===== src/design/ild_pkg.sv =====
package ild_pkg;

    localparam int unsigned MAX_INSTR_LEN = 15;

    typedef struct packed {
        logic [7:0] code_byte;
        logic       restart;
    } ild_in_t;

    typedef struct packed {
        logic [3:0] instr_length;
        logic       two_byte_map;
        logic       over_length;
    } ild_out_t;

    typedef enum logic [2:0] {
        PH_OPC,
        PH_ESC,
        PH_MODRM,
        PH_TEST,
        PH_SIB,
        PH_TAIL
    } ild_phase_t;

    // opcode classes held in the lookup tables
    localparam logic [3:0] CLS_PLAIN    = 4'd0;
    localparam logic [3:0] CLS_OPSIZE   = 4'd1;
    localparam logic [3:0] CLS_PREFIX   = 4'd2;
    localparam logic [3:0] CLS_IMM1     = 4'd3;
    localparam logic [3:0] CLS_IMMV     = 4'd4;
    localparam logic [3:0] CLS_IMM2V    = 4'd5;
    localparam logic [3:0] CLS_MRM_IMM1 = 4'd6;
    localparam logic [3:0] CLS_MRM_IMMV = 4'd7;
    localparam logic [3:0] CLS_MRM      = 4'd8;
    localparam logic [3:0] CLS_IMM2     = 4'd9;
    localparam logic [3:0] CLS_IMM3     = 4'd10;
    localparam logic [3:0] CLS_TEST     = 4'd11;
    localparam logic [3:0] CLS_ESCAPE   = 4'd12;

    localparam logic [1:0] MOD_NODISP = 2'd0;
    localparam logic [1:0] MOD_DISP8  = 2'd1;
    localparam logic [1:0] MOD_REG    = 2'd3;
    localparam logic [2:0] RM_SIB     = 3'd4;
    localparam logic [2:0] RM_DISP32  = 3'd5;

    localparam logic [3:0] MAP_ONE [0:255] = '{
        4'd8,4'd8,4'd8,4'd8,4'd3,4'd4,4'd0,4'd0,4'd8,4'd8,4'd8,4'd8,4'd3,4'd4,4'd0,4'd12,
        4'd8,4'd8,4'd8,4'd8,4'd3,4'd4,4'd0,4'd0,4'd8,4'd8,4'd8,4'd8,4'd3,4'd4,4'd0,4'd0,
        4'd8,4'd8,4'd8,4'd8,4'd3,4'd4,4'd2,4'd0,4'd8,4'd8,4'd8,4'd8,4'd3,4'd4,4'd2,4'd0,
        4'd8,4'd8,4'd8,4'd8,4'd3,4'd4,4'd2,4'd0,4'd8,4'd8,4'd8,4'd8,4'd3,4'd4,4'd2,4'd0,
        4'd0,4'd0,4'd0,4'd0,4'd0,4'd0,4'd0,4'd0,4'd0,4'd0,4'd0,4'd0,4'd0,4'd0,4'd0,4'd0,
        4'd0,4'd0,4'd0,4'd0,4'd0,4'd0,4'd0,4'd0,4'd0,4'd0,4'd0,4'd0,4'd0,4'd0,4'd0,4'd0,
        4'd0,4'd0,4'd0,4'd8,4'd2,4'd2,4'd1,4'd2,4'd4,4'd7,4'd3,4'd6,4'd0,4'd0,4'd0,4'd0,
        4'd3,4'd3,4'd3,4'd3,4'd3,4'd3,4'd3,4'd3,4'd3,4'd3,4'd3,4'd3,4'd3,4'd3,4'd3,4'd3,
        4'd6,4'd7,4'd6,4'd6,4'd8,4'd8,4'd8,4'd8,4'd8,4'd8,4'd8,4'd8,4'd8,4'd8,4'd8,4'd8,
        4'd0,4'd0,4'd0,4'd0,4'd0,4'd0,4'd0,4'd0,4'd0,4'd0,4'd5,4'd2,4'd0,4'd0,4'd0,4'd0,
        4'd3,4'd4,4'd3,4'd4,4'd0,4'd0,4'd0,4'd0,4'd3,4'd4,4'd0,4'd0,4'd0,4'd0,4'd0,4'd0,
        4'd3,4'd3,4'd3,4'd3,4'd3,4'd3,4'd3,4'd3,4'd4,4'd4,4'd4,4'd4,4'd4,4'd4,4'd4,4'd4,
        4'd6,4'd6,4'd9,4'd0,4'd8,4'd8,4'd6,4'd7,4'd10,4'd0,4'd3,4'd0,4'd0,4'd3,4'd0,4'd0,
        4'd8,4'd8,4'd8,4'd8,4'd3,4'd3,4'd0,4'd0,4'd8,4'd8,4'd8,4'd8,4'd8,4'd8,4'd8,4'd8,
        4'd3,4'd3,4'd3,4'd3,4'd3,4'd3,4'd3,4'd3,4'd4,4'd4,4'd5,4'd3,4'd0,4'd0,4'd0,4'd0,
        4'd2,4'd0,4'd2,4'd2,4'd0,4'd0,4'd11,4'd11,4'd0,4'd0,4'd0,4'd0,4'd0,4'd0,4'd8,4'd8
    };

    localparam logic [3:0] MAP_ESC [0:255] = '{
        4'd8,4'd8,4'd8,4'd8,4'd0,4'd0,4'd0,4'd0,4'd0,4'd0,4'd0,4'd0,4'd0,4'd0,4'd0,4'd0,
        4'd8,4'd8,4'd8,4'd8,4'd8,4'd8,4'd8,4'd8,4'd8,4'd0,4'd0,4'd0,4'd0,4'd0,4'd0,4'd0,
        4'd8,4'd8,4'd8,4'd8,4'd8,4'd0,4'd8,4'd0,4'd8,4'd8,4'd8,4'd8,4'd8,4'd8,4'd8,4'd8,
        4'd0,4'd0,4'd0,4'd0,4'd0,4'd0,4'd0,4'd0,4'd0,4'd0,4'd0,4'd0,4'd0,4'd0,4'd0,4'd0,
        4'd8,4'd8,4'd8,4'd8,4'd8,4'd8,4'd8,4'd8,4'd8,4'd8,4'd8,4'd8,4'd8,4'd8,4'd8,4'd8,
        4'd8,4'd8,4'd8,4'd8,4'd8,4'd8,4'd8,4'd8,4'd8,4'd8,4'd8,4'd8,4'd8,4'd8,4'd8,4'd8,
        4'd8,4'd8,4'd8,4'd8,4'd8,4'd8,4'd8,4'd8,4'd8,4'd8,4'd8,4'd8,4'd8,4'd8,4'd8,4'd8,
        4'd6,4'd6,4'd6,4'd6,4'd8,4'd8,4'd8,4'd0,4'd0,4'd0,4'd0,4'd0,4'd8,4'd8,4'd8,4'd8,
        4'd4,4'd4,4'd4,4'd4,4'd4,4'd4,4'd4,4'd4,4'd4,4'd4,4'd4,4'd4,4'd4,4'd4,4'd4,4'd4,
        4'd8,4'd8,4'd8,4'd8,4'd8,4'd8,4'd8,4'd8,4'd8,4'd8,4'd8,4'd8,4'd8,4'd8,4'd8,4'd8,
        4'd0,4'd0,4'd0,4'd8,4'd6,4'd8,4'd0,4'd0,4'd0,4'd0,4'd0,4'd8,4'd6,4'd8,4'd8,4'd8,
        4'd8,4'd8,4'd8,4'd8,4'd8,4'd8,4'd8,4'd8,4'd0,4'd0,4'd6,4'd8,4'd8,4'd8,4'd8,4'd8,
        4'd8,4'd8,4'd6,4'd8,4'd6,4'd6,4'd6,4'd8,4'd0,4'd0,4'd0,4'd0,4'd0,4'd0,4'd0,4'd0,
        4'd8,4'd8,4'd8,4'd8,4'd8,4'd8,4'd8,4'd8,4'd8,4'd8,4'd8,4'd8,4'd8,4'd8,4'd8,4'd8,
        4'd8,4'd8,4'd8,4'd8,4'd8,4'd8,4'd8,4'd8,4'd8,4'd8,4'd8,4'd8,4'd8,4'd8,4'd8,4'd8,
        4'd8,4'd8,4'd8,4'd8,4'd8,4'd8,4'd8,4'd8,4'd8,4'd8,4'd8,4'd8,4'd8,4'd8,4'd8,4'd0
    };

endpackage


===== src/design/x86_instruction_length_decoder_top.sv =====
// channel  valid      ready      word       type       carries
// code     code_valid code_ready code_word  ild_in_t   one code byte and restart flag
// len      len_valid  len_ready  len_word   ild_out_t  length of an instruction on its last byte
// cfg      cfg_valid  cfg_ready  cfg_data   1 bit      default operand size, 1 = 16 bit
//
// each byte is decoded while held in the input register; the result of its last byte is
// registered into len_word, and one byte is taken every cycle while len is not stalled
// the decode step is the only loop: the byte state registers update on each processed byte
// a stalled len channel holds the decode stage, which then backs up into code_ready
// rst_n clears all control state and the operand size register; cfg_ready is always high
module x86_instruction_length_decoder_top
    import ild_pkg::*;
(
    input  logic     clk,
    input  logic     rst_n,
    input  logic     code_valid,
    output logic     code_ready,
    input  ild_in_t  code_word,
    output logic     len_valid,
    input  logic     len_ready,
    output ild_out_t len_word,
    input  logic     cfg_valid,
    output logic     cfg_ready,
    input  logic     cfg_data
);

    logic       cfg_op16_reg;
    logic       in_valid_reg;
    ild_in_t    in_word_reg;
    logic       len_valid_reg;
    ild_out_t   len_word_reg;

    ild_phase_t phase_reg, phase_next;
    logic [3:0] byte_count_reg, byte_count_next;
    logic [3:0] bytes_rem_reg, bytes_rem_next;
    logic [2:0] pend_imm_reg, pend_imm_next;
    logic       op16_reg, op16_next;
    logic       esc_seen_reg, esc_seen_next;
    logic       low_bit_reg, low_bit_next;
    logic [1:0] mod_reg, mod_next;

    logic       process;
    logic       done;
    logic       over;
    logic       emit;

    assign cfg_ready  = 1'b1;
    assign process    = in_valid_reg && (!len_valid_reg || len_ready);
    assign code_ready = !in_valid_reg || process;
    assign len_valid  = len_valid_reg;
    assign len_word   = len_word_reg;

    always_comb
    begin
        logic       start;
        logic [7:0] b;
        logic [3:0] cls;
        logic [2:0] sz;
        logic [1:0] mod_f;
        logic [2:0] rm_f;
        logic       do_dispatch;
        logic       skip_en;
        logic [3:0] skip_n;
        logic [3:0] disp;

        b     = in_word_reg.code_byte;
        mod_f = b[7:6];
        rm_f  = b[2:0];
        start = in_word_reg.restart || (byte_count_reg == 4'd0);

        if (start)
        begin
            phase_next      = PH_OPC;
            byte_count_next = 4'd0;
            bytes_rem_next  = 4'd0;
            pend_imm_next   = 3'd0;
            op16_next       = cfg_op16_reg;
            esc_seen_next   = 1'b0;
            low_bit_next    = 1'b0;
            mod_next        = 2'd0;
        end
        else
        begin
            phase_next      = phase_reg;
            byte_count_next = byte_count_reg;
            bytes_rem_next  = bytes_rem_reg;
            pend_imm_next   = pend_imm_reg;
            op16_next       = op16_reg;
            esc_seen_next   = esc_seen_reg;
            low_bit_next    = low_bit_reg;
            mod_next        = mod_reg;
        end
        byte_count_next = byte_count_next + 4'd1;

        sz          = op16_next ? 3'd2 : 3'd4;
        cls         = (phase_next == PH_ESC) ? MAP_ESC[b] : MAP_ONE[b];
        do_dispatch = 1'b0;
        skip_en     = 1'b0;
        skip_n      = 4'd0;
        disp        = 4'd0;
        done        = 1'b0;

        unique case (phase_next)
            PH_ESC:
            begin
                esc_seen_next = 1'b1;
                do_dispatch   = 1'b1;
            end
            PH_MODRM, PH_TEST:
            begin
                // test group: immediate only when the reg field is zero
                if (phase_next == PH_TEST && b[5:3] == 3'd0)
                begin
                    pend_imm_next = low_bit_next ? sz : 3'd1;
                end
                if (mod_f == MOD_REG)
                begin
                    skip_en = 1'b1;
                    skip_n  = {1'b0, pend_imm_next};
                end
                else if (rm_f == RM_SIB)
                begin
                    mod_next   = mod_f;
                    phase_next = PH_SIB;
                end
                else
                begin
                    if (mod_f == MOD_NODISP)
                    begin
                        disp = (rm_f == RM_DISP32) ? 4'd4 : 4'd0;
                    end
                    else
                    begin
                        disp = (mod_f == MOD_DISP8) ? 4'd1 : 4'd4;
                    end
                    skip_en = 1'b1;
                    skip_n  = disp + {1'b0, pend_imm_next};
                end
            end
            PH_SIB:
            begin
                if (rm_f == RM_DISP32)
                begin
                    disp = (mod_next == MOD_DISP8) ? 4'd1 : 4'd4;
                end
                else if (mod_next == MOD_NODISP)
                begin
                    disp = 4'd0;
                end
                else
                begin
                    disp = (mod_next == MOD_DISP8) ? 4'd1 : 4'd4;
                end
                skip_en = 1'b1;
                skip_n  = disp + {1'b0, pend_imm_next};
            end
            PH_TAIL:
            begin
                if (bytes_rem_next != 4'd0)
                begin
                    bytes_rem_next = bytes_rem_next - 4'd1;
                end
                done = (bytes_rem_next == 4'd0);
            end
            default:
            begin
                do_dispatch = 1'b1;
            end
        endcase

        if (do_dispatch)
        begin
            unique case (cls)
                CLS_OPSIZE:
                begin
                    // repeated prefix keeps the switched size
                    op16_next = !cfg_op16_reg;
                end
                CLS_PREFIX:
                begin
                end
                CLS_IMM1:
                begin
                    skip_en = 1'b1;
                    skip_n  = 4'd1;
                end
                CLS_IMMV:
                begin
                    skip_en = 1'b1;
                    skip_n  = {1'b0, sz};
                end
                CLS_IMM2V:
                begin
                    skip_en = 1'b1;
                    skip_n  = 4'd2 + {1'b0, sz};
                end
                CLS_MRM_IMM1:
                begin
                    pend_imm_next = 3'd1;
                    phase_next    = PH_MODRM;
                end
                CLS_MRM_IMMV:
                begin
                    pend_imm_next = sz;
                    phase_next    = PH_MODRM;
                end
                CLS_MRM:
                begin
                    pend_imm_next = 3'd0;
                    phase_next    = PH_MODRM;
                end
                CLS_IMM2:
                begin
                    skip_en = 1'b1;
                    skip_n  = 4'd2;
                end
                CLS_IMM3:
                begin
                    skip_en = 1'b1;
                    skip_n  = 4'd3;
                end
                CLS_TEST:
                begin
                    low_bit_next  = b[0];
                    pend_imm_next = 3'd0;
                    phase_next    = PH_TEST;
                end
                CLS_ESCAPE:
                begin
                    phase_next = PH_ESC;
                end
                default:
                begin
                    // plain opcode, also unused class codes
                    done = 1'b1;
                end
            endcase
        end

        if (skip_en)
        begin
            if (skip_n == 4'd0)
            begin
                done = 1'b1;
            end
            else
            begin
                bytes_rem_next = skip_n;
                phase_next     = PH_TAIL;
            end
        end

        over = !done && (byte_count_next >= 4'(MAX_INSTR_LEN));
        emit = done || over;
    end

    always_ff @(posedge clk or negedge rst_n)
    begin
        if (!rst_n)
        begin
            cfg_op16_reg   <= 1'b0;
            in_valid_reg   <= 1'b0;
            len_valid_reg  <= 1'b0;
            phase_reg      <= PH_OPC;
            byte_count_reg <= 4'd0;
            bytes_rem_reg  <= 4'd0;
            pend_imm_reg   <= 3'd0;
            op16_reg       <= 1'b0;
            esc_seen_reg   <= 1'b0;
            low_bit_reg    <= 1'b0;
            mod_reg        <= 2'd0;
        end
        else
        begin
            if (cfg_valid && cfg_ready)
            begin
                cfg_op16_reg <= cfg_data;
            end
            if (code_ready)
            begin
                in_valid_reg <= code_valid;
            end
            if (process && emit)
            begin
                len_valid_reg <= 1'b1;
            end
            else if (len_ready)
            begin
                len_valid_reg <= 1'b0;
            end
            if (process)
            begin
                phase_reg      <= phase_next;
                byte_count_reg <= emit ? 4'd0 : byte_count_next;
                bytes_rem_reg  <= bytes_rem_next;
                pend_imm_reg   <= pend_imm_next;
                op16_reg       <= op16_next;
                esc_seen_reg   <= esc_seen_next;
                low_bit_reg    <= low_bit_next;
                mod_reg        <= mod_next;
            end
        end
    end

    always_ff @(posedge clk)
    begin
        if (code_ready && code_valid)
        begin
            in_word_reg <= code_word;
        end
        if (process && emit)
        begin
            len_word_reg.instr_length <= byte_count_next;
            len_word_reg.two_byte_map <= esc_seen_next;
            len_word_reg.over_length  <= over;
        end
    end

`ifndef SYNTH
    a_len_nonzero: assert property (@(posedge clk) disable iff (!rst_n)
        len_valid_reg |-> len_word_reg.instr_length != 4'd0)
        else $error("zero instruction length emitted");

    a_over_full: assert property (@(posedge clk) disable iff (!rst_n)
        len_valid_reg && len_word_reg.over_length |->
            len_word_reg.instr_length == 4'(MAX_INSTR_LEN))
        else $error("over-length word without full length");

    a_count_bound: assert property (@(posedge clk) disable iff (!rst_n)
        byte_count_reg != 4'(MAX_INSTR_LEN))
        else $error("byte count reached limit without a result");

    a_tail_pending: assert property (@(posedge clk) disable iff (!rst_n)
        phase_reg == PH_TAIL && byte_count_reg != 4'd0 |-> bytes_rem_reg != 4'd0)
        else $error("tail phase with nothing left to skip");

    a_stall_cause: assert property (@(posedge clk) disable iff (!rst_n)
        !code_ready |-> in_valid_reg && len_valid_reg && !len_ready)
        else $error("input stalled without a blocked result");
`endif

endmodule

===== config.mk =====
export PLATFORM = sky130hd
export DESIGN_NAME = x86_instruction_length_decoder_top
export DESIGN_NICKNAME = d
export VERILOG_FILES = /design/src/design/ild_pkg.sv /design/src/design/x86_instruction_length_decoder_top.sv
export SDC_FILE = /design/constraint.sdc
export NUM_CORES = 1
export LEC_CHECK = 0
export BUFFER_PORTS_ARGS = -buffer_cell sky130_fd_sc_hd__buf_2
export CAP_MARGIN = 5
export CORE_MARGIN = 2
export CORE_UTILIZATION = 50
export CTS_CLUSTER_SIZE = 16
export DETAILED_ROUTE_END_ITERATION = 10
export GPL_TIMING_DRIVEN = 1
export PLACE_DENSITY_LB_ADDON = 0.05
export SYNTH_ARGS = -nofsm -noshare
export SYNTH_HDL_FRONTEND = slang
export SYNTH_SLANG_ARGS = --single-unit

===== constraint.sdc =====
create_clock -name clk -period 4.6 [get_ports clk]
set_input_delay 0.23 -clock clk [delete_from_list [all_inputs] [get_ports clk]]
set_output_delay 0.23 -clock clk [all_outputs]
set_load 0.01 [all_outputs]

==> impl_metrics.ini, run 1 <==
[final_layout]
areaGrowthSynthToFinish_pct = 6.52
layout_commonest_cell = nand2_1
fin_util_pct = 54.1
final_nets = 448
largest_reg_flops = 9
final_cell_mix = nand2_1, nor2_1, a21oi_1
stdcell_area_sq_um = 3620
diodes = 0
drive_above_1_share_pct = 15.4

[worst_hold_path]
hold_end = in_word_reg[3]$_DFFE_PP_
worstHoldPathCells = 1
hp-start = code_word[3]
holdCritPathClass = in -> reg

[floorplanning]
fp.dieH_um = 86.4
die_area_sq_um = 7460
die_w_um = 86.4
rows = 30
pin_count = 24
core_sq_um = 6680
start_util_pct = 50.8

[logic_synthesis]
synth_edf_count = 15
synth.net_count = 436
synth.cell_area_sq_um = 3390
synth_cell_types = 82
yosys_warnings = 0
ys_ff_latch = 37
async_reset_ff_share_pct = 59.5
synth_flop_cell = dfrtp_1
ys_seq_area_share_pct = 29.5
synth_cells = 403
syn_area_per_cell_sq_um = 8.42

[drt]
vias = 3187
drtIter0Drc = 284
drt.antenna.violating_nets = 0
drc_errors = 0
routed_via_density = 6.43
drt_pre_antenna_iters = 5
drt-total-wl_mm = 9.12
wl_per_cell_um = 18.4

[worst_setup_path]
cp-end-kind = flop
timing.rr.start = in_word_reg[2]$_DFFE_PP_
path_buf_inv = 2
crit_start = in_word_reg[2]$_DFFE_PP_
crit_fanout = 9
required_ps = 4590
critical_path_arrival_ps = 4110
regToRegSetupSlack_ps = 480
r2r_end = len_word[0]$_DFFE_PP_
crit_type = reg -> reg
cpLargestDelayFamily = compound AO/OA/AOI/OAI gates
r2r_cells = 12
crit_slowest_cell = edfxtp_1
worstPathCellList = inv_1, ha_1, nand2_1, and4_4, a2111o_1, a311oi_2, buf_4, xnor2_1, o32ai_2, nor4_4, a211oi_2, nor2_1
slowest_delay_ps = 540
startpoint_type = flop

[timing]
tns_ps = 0
min_period_over_period_pct = 89.6
tightest_slew_ps = 770
finClkSkew_ps = 14.7
slew-limit-headroom_pct = 48.5
maxSlewViolCount = 0
fin_crit_ps = 4120
rsz0062_at_grt = false
fmax_mhz = 243
hold_viol_final = 0
setup_viol = 0

[placement]
dpl.hpwl_mm = 6.68
port_buffers = 22
finalWeightedCongestion = 0.936
place_area_sq_um = 3500

[grt]
grt_use_total_pct = 25.0
antenna_found_initial = 0
first_global_vias = 2841
grt_max_degree = 32
overflow = 0
grt_pass1_wl_mm = 14.9

[power_and_ir_drop]
p_leak_nw = 1.54
p_per_area_nw_per_um2 = 449
internal-power_mw = 0.893
clockPowerShare_pct = 16.4
switchingPower_mw = 0.732
ir_worst_vdd_mv = 0.226
pwr-share-seq_pct = 32.3
p_comb_share_pct = 51.3
switching_share_pct = 45.1

[clocking]
root_buffer = clkbuf_8
clk_pin_slew_worst_paths_ps = 80
clockBufferDepth = 2
cts_resized = 0
post_cts_buffers = 0
cts.sink_count = 37
cts_tree = yes
htree_num_levels = 2
cts_buffers = 5
clk_latency_ps = 300

[outcome]
outcome = finished clean

[job]
cap_violations = 0
synth_stat cells (all sizes together) (3+ instances only):
cell type / n / area (sq um)
or2: 7 / 43.8
o211ai: 3 / 22.5
nand2: 40 / 150
edfxtp: 15 / 450
or3b: 3 / 26.3
o22ai: 5 / 31.3
nand2b: 10 / 70.1
a311o: 3 / 30.0
nor3: 14 / 70.1
and2: 7 / 43.8
a22o: 6 / 52.6
a21boi: 3 / 22.5
nor2b: 5 / 31.3
buf: 14 / 126
nor2: 34 / 128
o21ai: 20 / 100
xnor2: 5 / 43.8
nor3b: 5 / 37.5
o221ai: 3 / 26.3
and3: 10 / 62.6
inv: 18 / 67.6
clkbuf: 13 / 50.0
o311ai: 5 / 58.8
a31oi: 9 / 62.6
nor4: 3 / 33.8
ha: 18 / 225
o31ai: 6 / 45.0
mux2: 3 / 37.5
a21oi: 28 / 148
a21o: 4 / 30.0
nand4: 8 / 56.3
nand3: 11 / 55.1
a211oi: 3 / 27.5
dfrtp: 22 / 551
how the worst max path moves through the flow:
stage / slack (ps) / cells after the start / to
floorplan: 780 / 14 / len_word[0]$_DFFE_PP_
global placement: 490 / 12 / len_word[3]$_DFFE_PP_
detailed placement: 490 / 12 / len_word[1]$_DFFE_PP_
CTS: 470 / 13 / len_word[1]$_DFFE_PP_
global route: 270 / 13 / len_word[0]$_DFFE_PP_
finish: 480 / 12 / len_word[0]$_DFFE_PP_
cell families after synthesis:
logic type,Yosys count,synth area share (%)
DFF,37,29.5
adders and majority gates,18,6.63
AOI/OAI and AO/OA,122,26.2
buffers and inverters,45,7.19
and+or+nand+nor,168,26.9
muxes,5,1.70
xor gates and xnor gates,7,1.81
other,1,0.110
power by group through the flow:
stage | registers (mW) | clock network, mW | logic [mW]
after global routing | 0.534 | 0.285 | 0.909
after detailed placement | 0.529 | 0 | 0.817
after CTS | 0.522 | 0.272 | 0.823
after global placement | 0.525 | 0 | 0.812
after floorplan | 0.501 | 0 | 0.634
final | 0.525 | 0.267 | 0.833
layer usage:
metal | up-vias | global-route usage, % | routed length, um
met4 | 0 | 4.12 | 65
met1 | 1530 | 38.7 | 4460
li1 | 1529 | - | -
met5 | - | 0 | 0
met3 | 7 | 3.52 | 520
met2 | 121 | 37.6 | 4070
stage by stage:
| stage | hold WS, ps | power [mW] | instances | setup WS, ps |
|---|---|---|---|---|
| floorplan | -65.6 | 1.14 | 403 | 784 |
| global route | 100 | 1.73 | 496 | 267 |
| detailed placement | 245 | 1.35 | 487 | 491 |
| CTS | 106 | 1.62 | 496 | 473 |
| global placement | 246 | 1.34 | 487 | 493 |
| finish | 111 | 1.62 | 496 | 478 |
worst register-to-register path, stage by stage (launching register included):
cell	delay (ps)
edfxtp_1	540
inv_1	220
ha_1	360
nand2_1	120
and4_4	210
a2111o_1	400
a311oi_2	400
buf_4	240
xnor2_1	100
o32ai_2	420
nor4_4	100
a211oi_2	470
nor2_1	250
area by class of cell:
class	instances	area (sq um)
timing repair buffer	32	188
clock inverter	2	16.3
fill	630	3070
multi-input combinational	321	2150
clock buffer	6	93.8
tap	80	100
inverter	18	67.6
sequential	37	1000
repair_timing:
action                                 CTS  global route
hold buffers                             1             0
setup endpoints to repair                0             0
endpoints found under the hold margin   22             0
(Power assumes the default switching activity.)
==> run 2: changes to the inputs <==
CORE_MARGIN = 3   (was 2)
PLACE_DENSITY = 0.68   (was default)
PLACE_DENSITY_LB_ADDON = default   (was 0.05)
REMOVE_ABC_BUFFERS = 1   (was default)
==> run 2 against run 1 <==
  * Sequential power is essentially flat
  * Critical path depth grew 1
  * Non-clock buffer count grew 1
  * Die area grew 4.7%
  * Via count shrank 0.47%
  * Maximum frequency shrank 0.64%
  * Sequential share of layout area grew 0.14 points
  * Utilization grew 1.6 points
  * First-iteration DRC count grew 11%
  * Combinational power shrank 1%
  * Clock power shrank 14%
  * Register-to-register slack lost 30 ps
  * Critical path type unchanged
==> impl_metrics.ini, run 2 (same netlist as run 1, synthesis figures left out) <==
[power_and_ir_drop]
clockPowerShare_pct = 14.5
p_per_area_nw_per_um2 = 440
pwr-share-seq_pct = 33.4
internal-power_mw = 0.864
ir_worst_vdd_mv = 0.321
p_comb_share_pct = 52.1
p_leak_nw = 1.53
switchingPower_mw = 0.718
switching_share_pct = 45.4

[timing]
fin_crit_ps = 4150
fmax_mhz = 241
maxSlewViolCount = 0
finClkSkew_ps = 9.25
slew-limit-headroom_pct = 46.7
hold_viol_final = 0
fin_ws_ps = 452
tightest_slew_ps = 798
rsz0062_at_grt = false
tns_ps = 0
setup_viol = 0
min_period_over_period_pct = 90.2

[clocking]
clockBufferDepth = 2
clk_latency_ps = 300
cts_tree = yes
root_buffer = clkbuf_8
cts.sink_count = 37
htree_num_levels = 2
cts_buffers = 5
clk_pin_slew_worst_paths_ps = 80

[worst_setup_path]
crit_type = reg -> reg
cp-end-kind = flop
crit_start = in_word_reg[4]$_DFFE_PP_
endpoint = len_word[4]$_DFFE_PP_
crit_fanout = 6
timing.rr.start = in_word_reg[4]$_DFFE_PP_
r2r_cells = 13
r2r_end = len_word[4]$_DFFE_PP_
cpLargestDelayFamily = simple AND/OR/NAND/NOR gates
cp_num_cells = 13
worstPathCellList = nor2_1, nand4b_1, or3b_2, a21oi_1, ha_1, xnor2_1, nand2_1, o211ai_1, nand2_1, a211o_1, nor4_4, a211oi_2, nor2_1
required_ps = 4540
regToRegSetupSlack_ps = 450
crit_slowest_cell = or3b_2
slowest_delay_ps = 500
critical_path_arrival_ps = 4080
startpoint_type = flop
path_buf_inv = 0

[floorplanning]
fp.dieH_um = 88.4
die_w_um = 88.4
die_area_sq_um = 7810
pin_count = 24
core_sq_um = 6460
rows = 29
start_util_pct = 52.6

[outcome]
outcome = finished clean

[grt]
overflow = 0
grt_pass1_wl_mm = 14.7
antenna_found_initial = 0
grt_max_degree = 31
first_global_vias = 2971
grt_use_total_pct = 23.9

[job]
cap_violations = 0

[final_layout]
areaGrowthSynthToFinish_pct = 5.97
layout_commonest_cell = nand2_1
final_cell_mix = nand2_1, nor2_1, a21oi_1
largest_reg_flops = 9
nFillCells = 616
final_nets = 449
diodes = 0
drive_above_1_share_pct = 15.3

[drt]
drt.antenna.violating_nets = 0
drtIter0Drc = 316
drc_errors = 0
drt_pre_antenna_iters = 6
routed_via_density = 6.42
wl_per_cell_um = 17.7
drt-total-wl_mm = 8.75
vias = 3172

[placement]
port_buffers = 22
pre_cts_ws_ps = 526
finalWeightedCongestion = 0.954
dpl.hpwl_mm = 6.55

[worst_hold_path]
holdCritPathClass = in -> reg
worstHoldPathCells = 1
[run 2: cell count changes in the layout (fill, tap and decap cells not counted), sizes merged]
cell and delta:
clkinvlp +1, clkinv -1, buf +1
[run 2: per-stage QoR]
stage	area [sq um]	power [mW]	utilization [%]	std cells	hold WS [ps]
detailed placement	3500	1.34	54.2	485	248
floorplan	3220	1.10	-	376	-65.6
CTS	3600	1.58	55.7	494	103
global placement	3500	1.34	54.2	485	229
global route	3600	1.71	55.7	494	91.2
finish	3600	1.58	55.7	494	107
[run 2: timing repair]
action,4_1_cts,5_1_grt
gates resized for setup,0,0
setup endpoints to repair,0,0
buffers inserted,0,0
endpoints found under the hold margin,22,0
hold buffers,1,0
[run 2: worst min-delay path by stage]
stage	start	to
after floorplan	rst_n	byte_count_reg[0]$_DFFE_PN0P_
after global placement	rst_n	bytes_rem_reg[2]$_DFFE_PN0P_
after detailed placement	rst_n	low_bit_reg$_DFFE_PN0P_
after CTS	code_word[8]	in_word_reg[8]$_DFFE_PP_
after global routing	code_word[3]	in_word_reg[3]$_DFFE_PP_
final	code_word[0]	in_word_reg[0]$_DFFE_PP_
[run 2: power by group through the flow]
stage	clock [mW]	combinational [mW]	sequential, mW
6_report	0.229	0.825	0.528
5_1_grt	0.247	0.918	0.541
4_1_cts	0.232	0.818	0.527
3_5_place_dp	0	0.812	0.533
3_3_place_gp	0	0.811	0.529
2_1_floorplan	0	0.566	0.530
[run 2: layout make-up]
type                       count  area [sq um]  share of cell area [%]
multi-input combinational    321          2150                    59.8
clock buffer                   6          72.6                    2.02
timing repair buffer          33           195                    5.43
sequential                    37          1000                    27.8
clock inverter                 2          15.0                   0.417
inverter                      18          67.6                    1.88
tap                           77          96.3                    2.68
[run 2: metal layers]
layer	up-vias	track usage, %	share of wire (%)
met2	119	36.6	47
li1	1536	-	-
met4	0	5.63	1.4
met1	1501	34.8	45
met5	-	0	0
met3	16	4.93	6.7
[run 2: worst reg2reg max path, cell delays in order (launching register included)]
cell and delay [ps]:
edfxtp_1 380, nor2_1 350, nand4b_1 280, or3b_2 500, a21oi_1 290, ha_1 310
xnor2_1 170, nand2_1 70, o211ai_1 100, nand2_1 130, a211o_1 310, nor4_4 260
a211oi_2 200, nor2_1 450
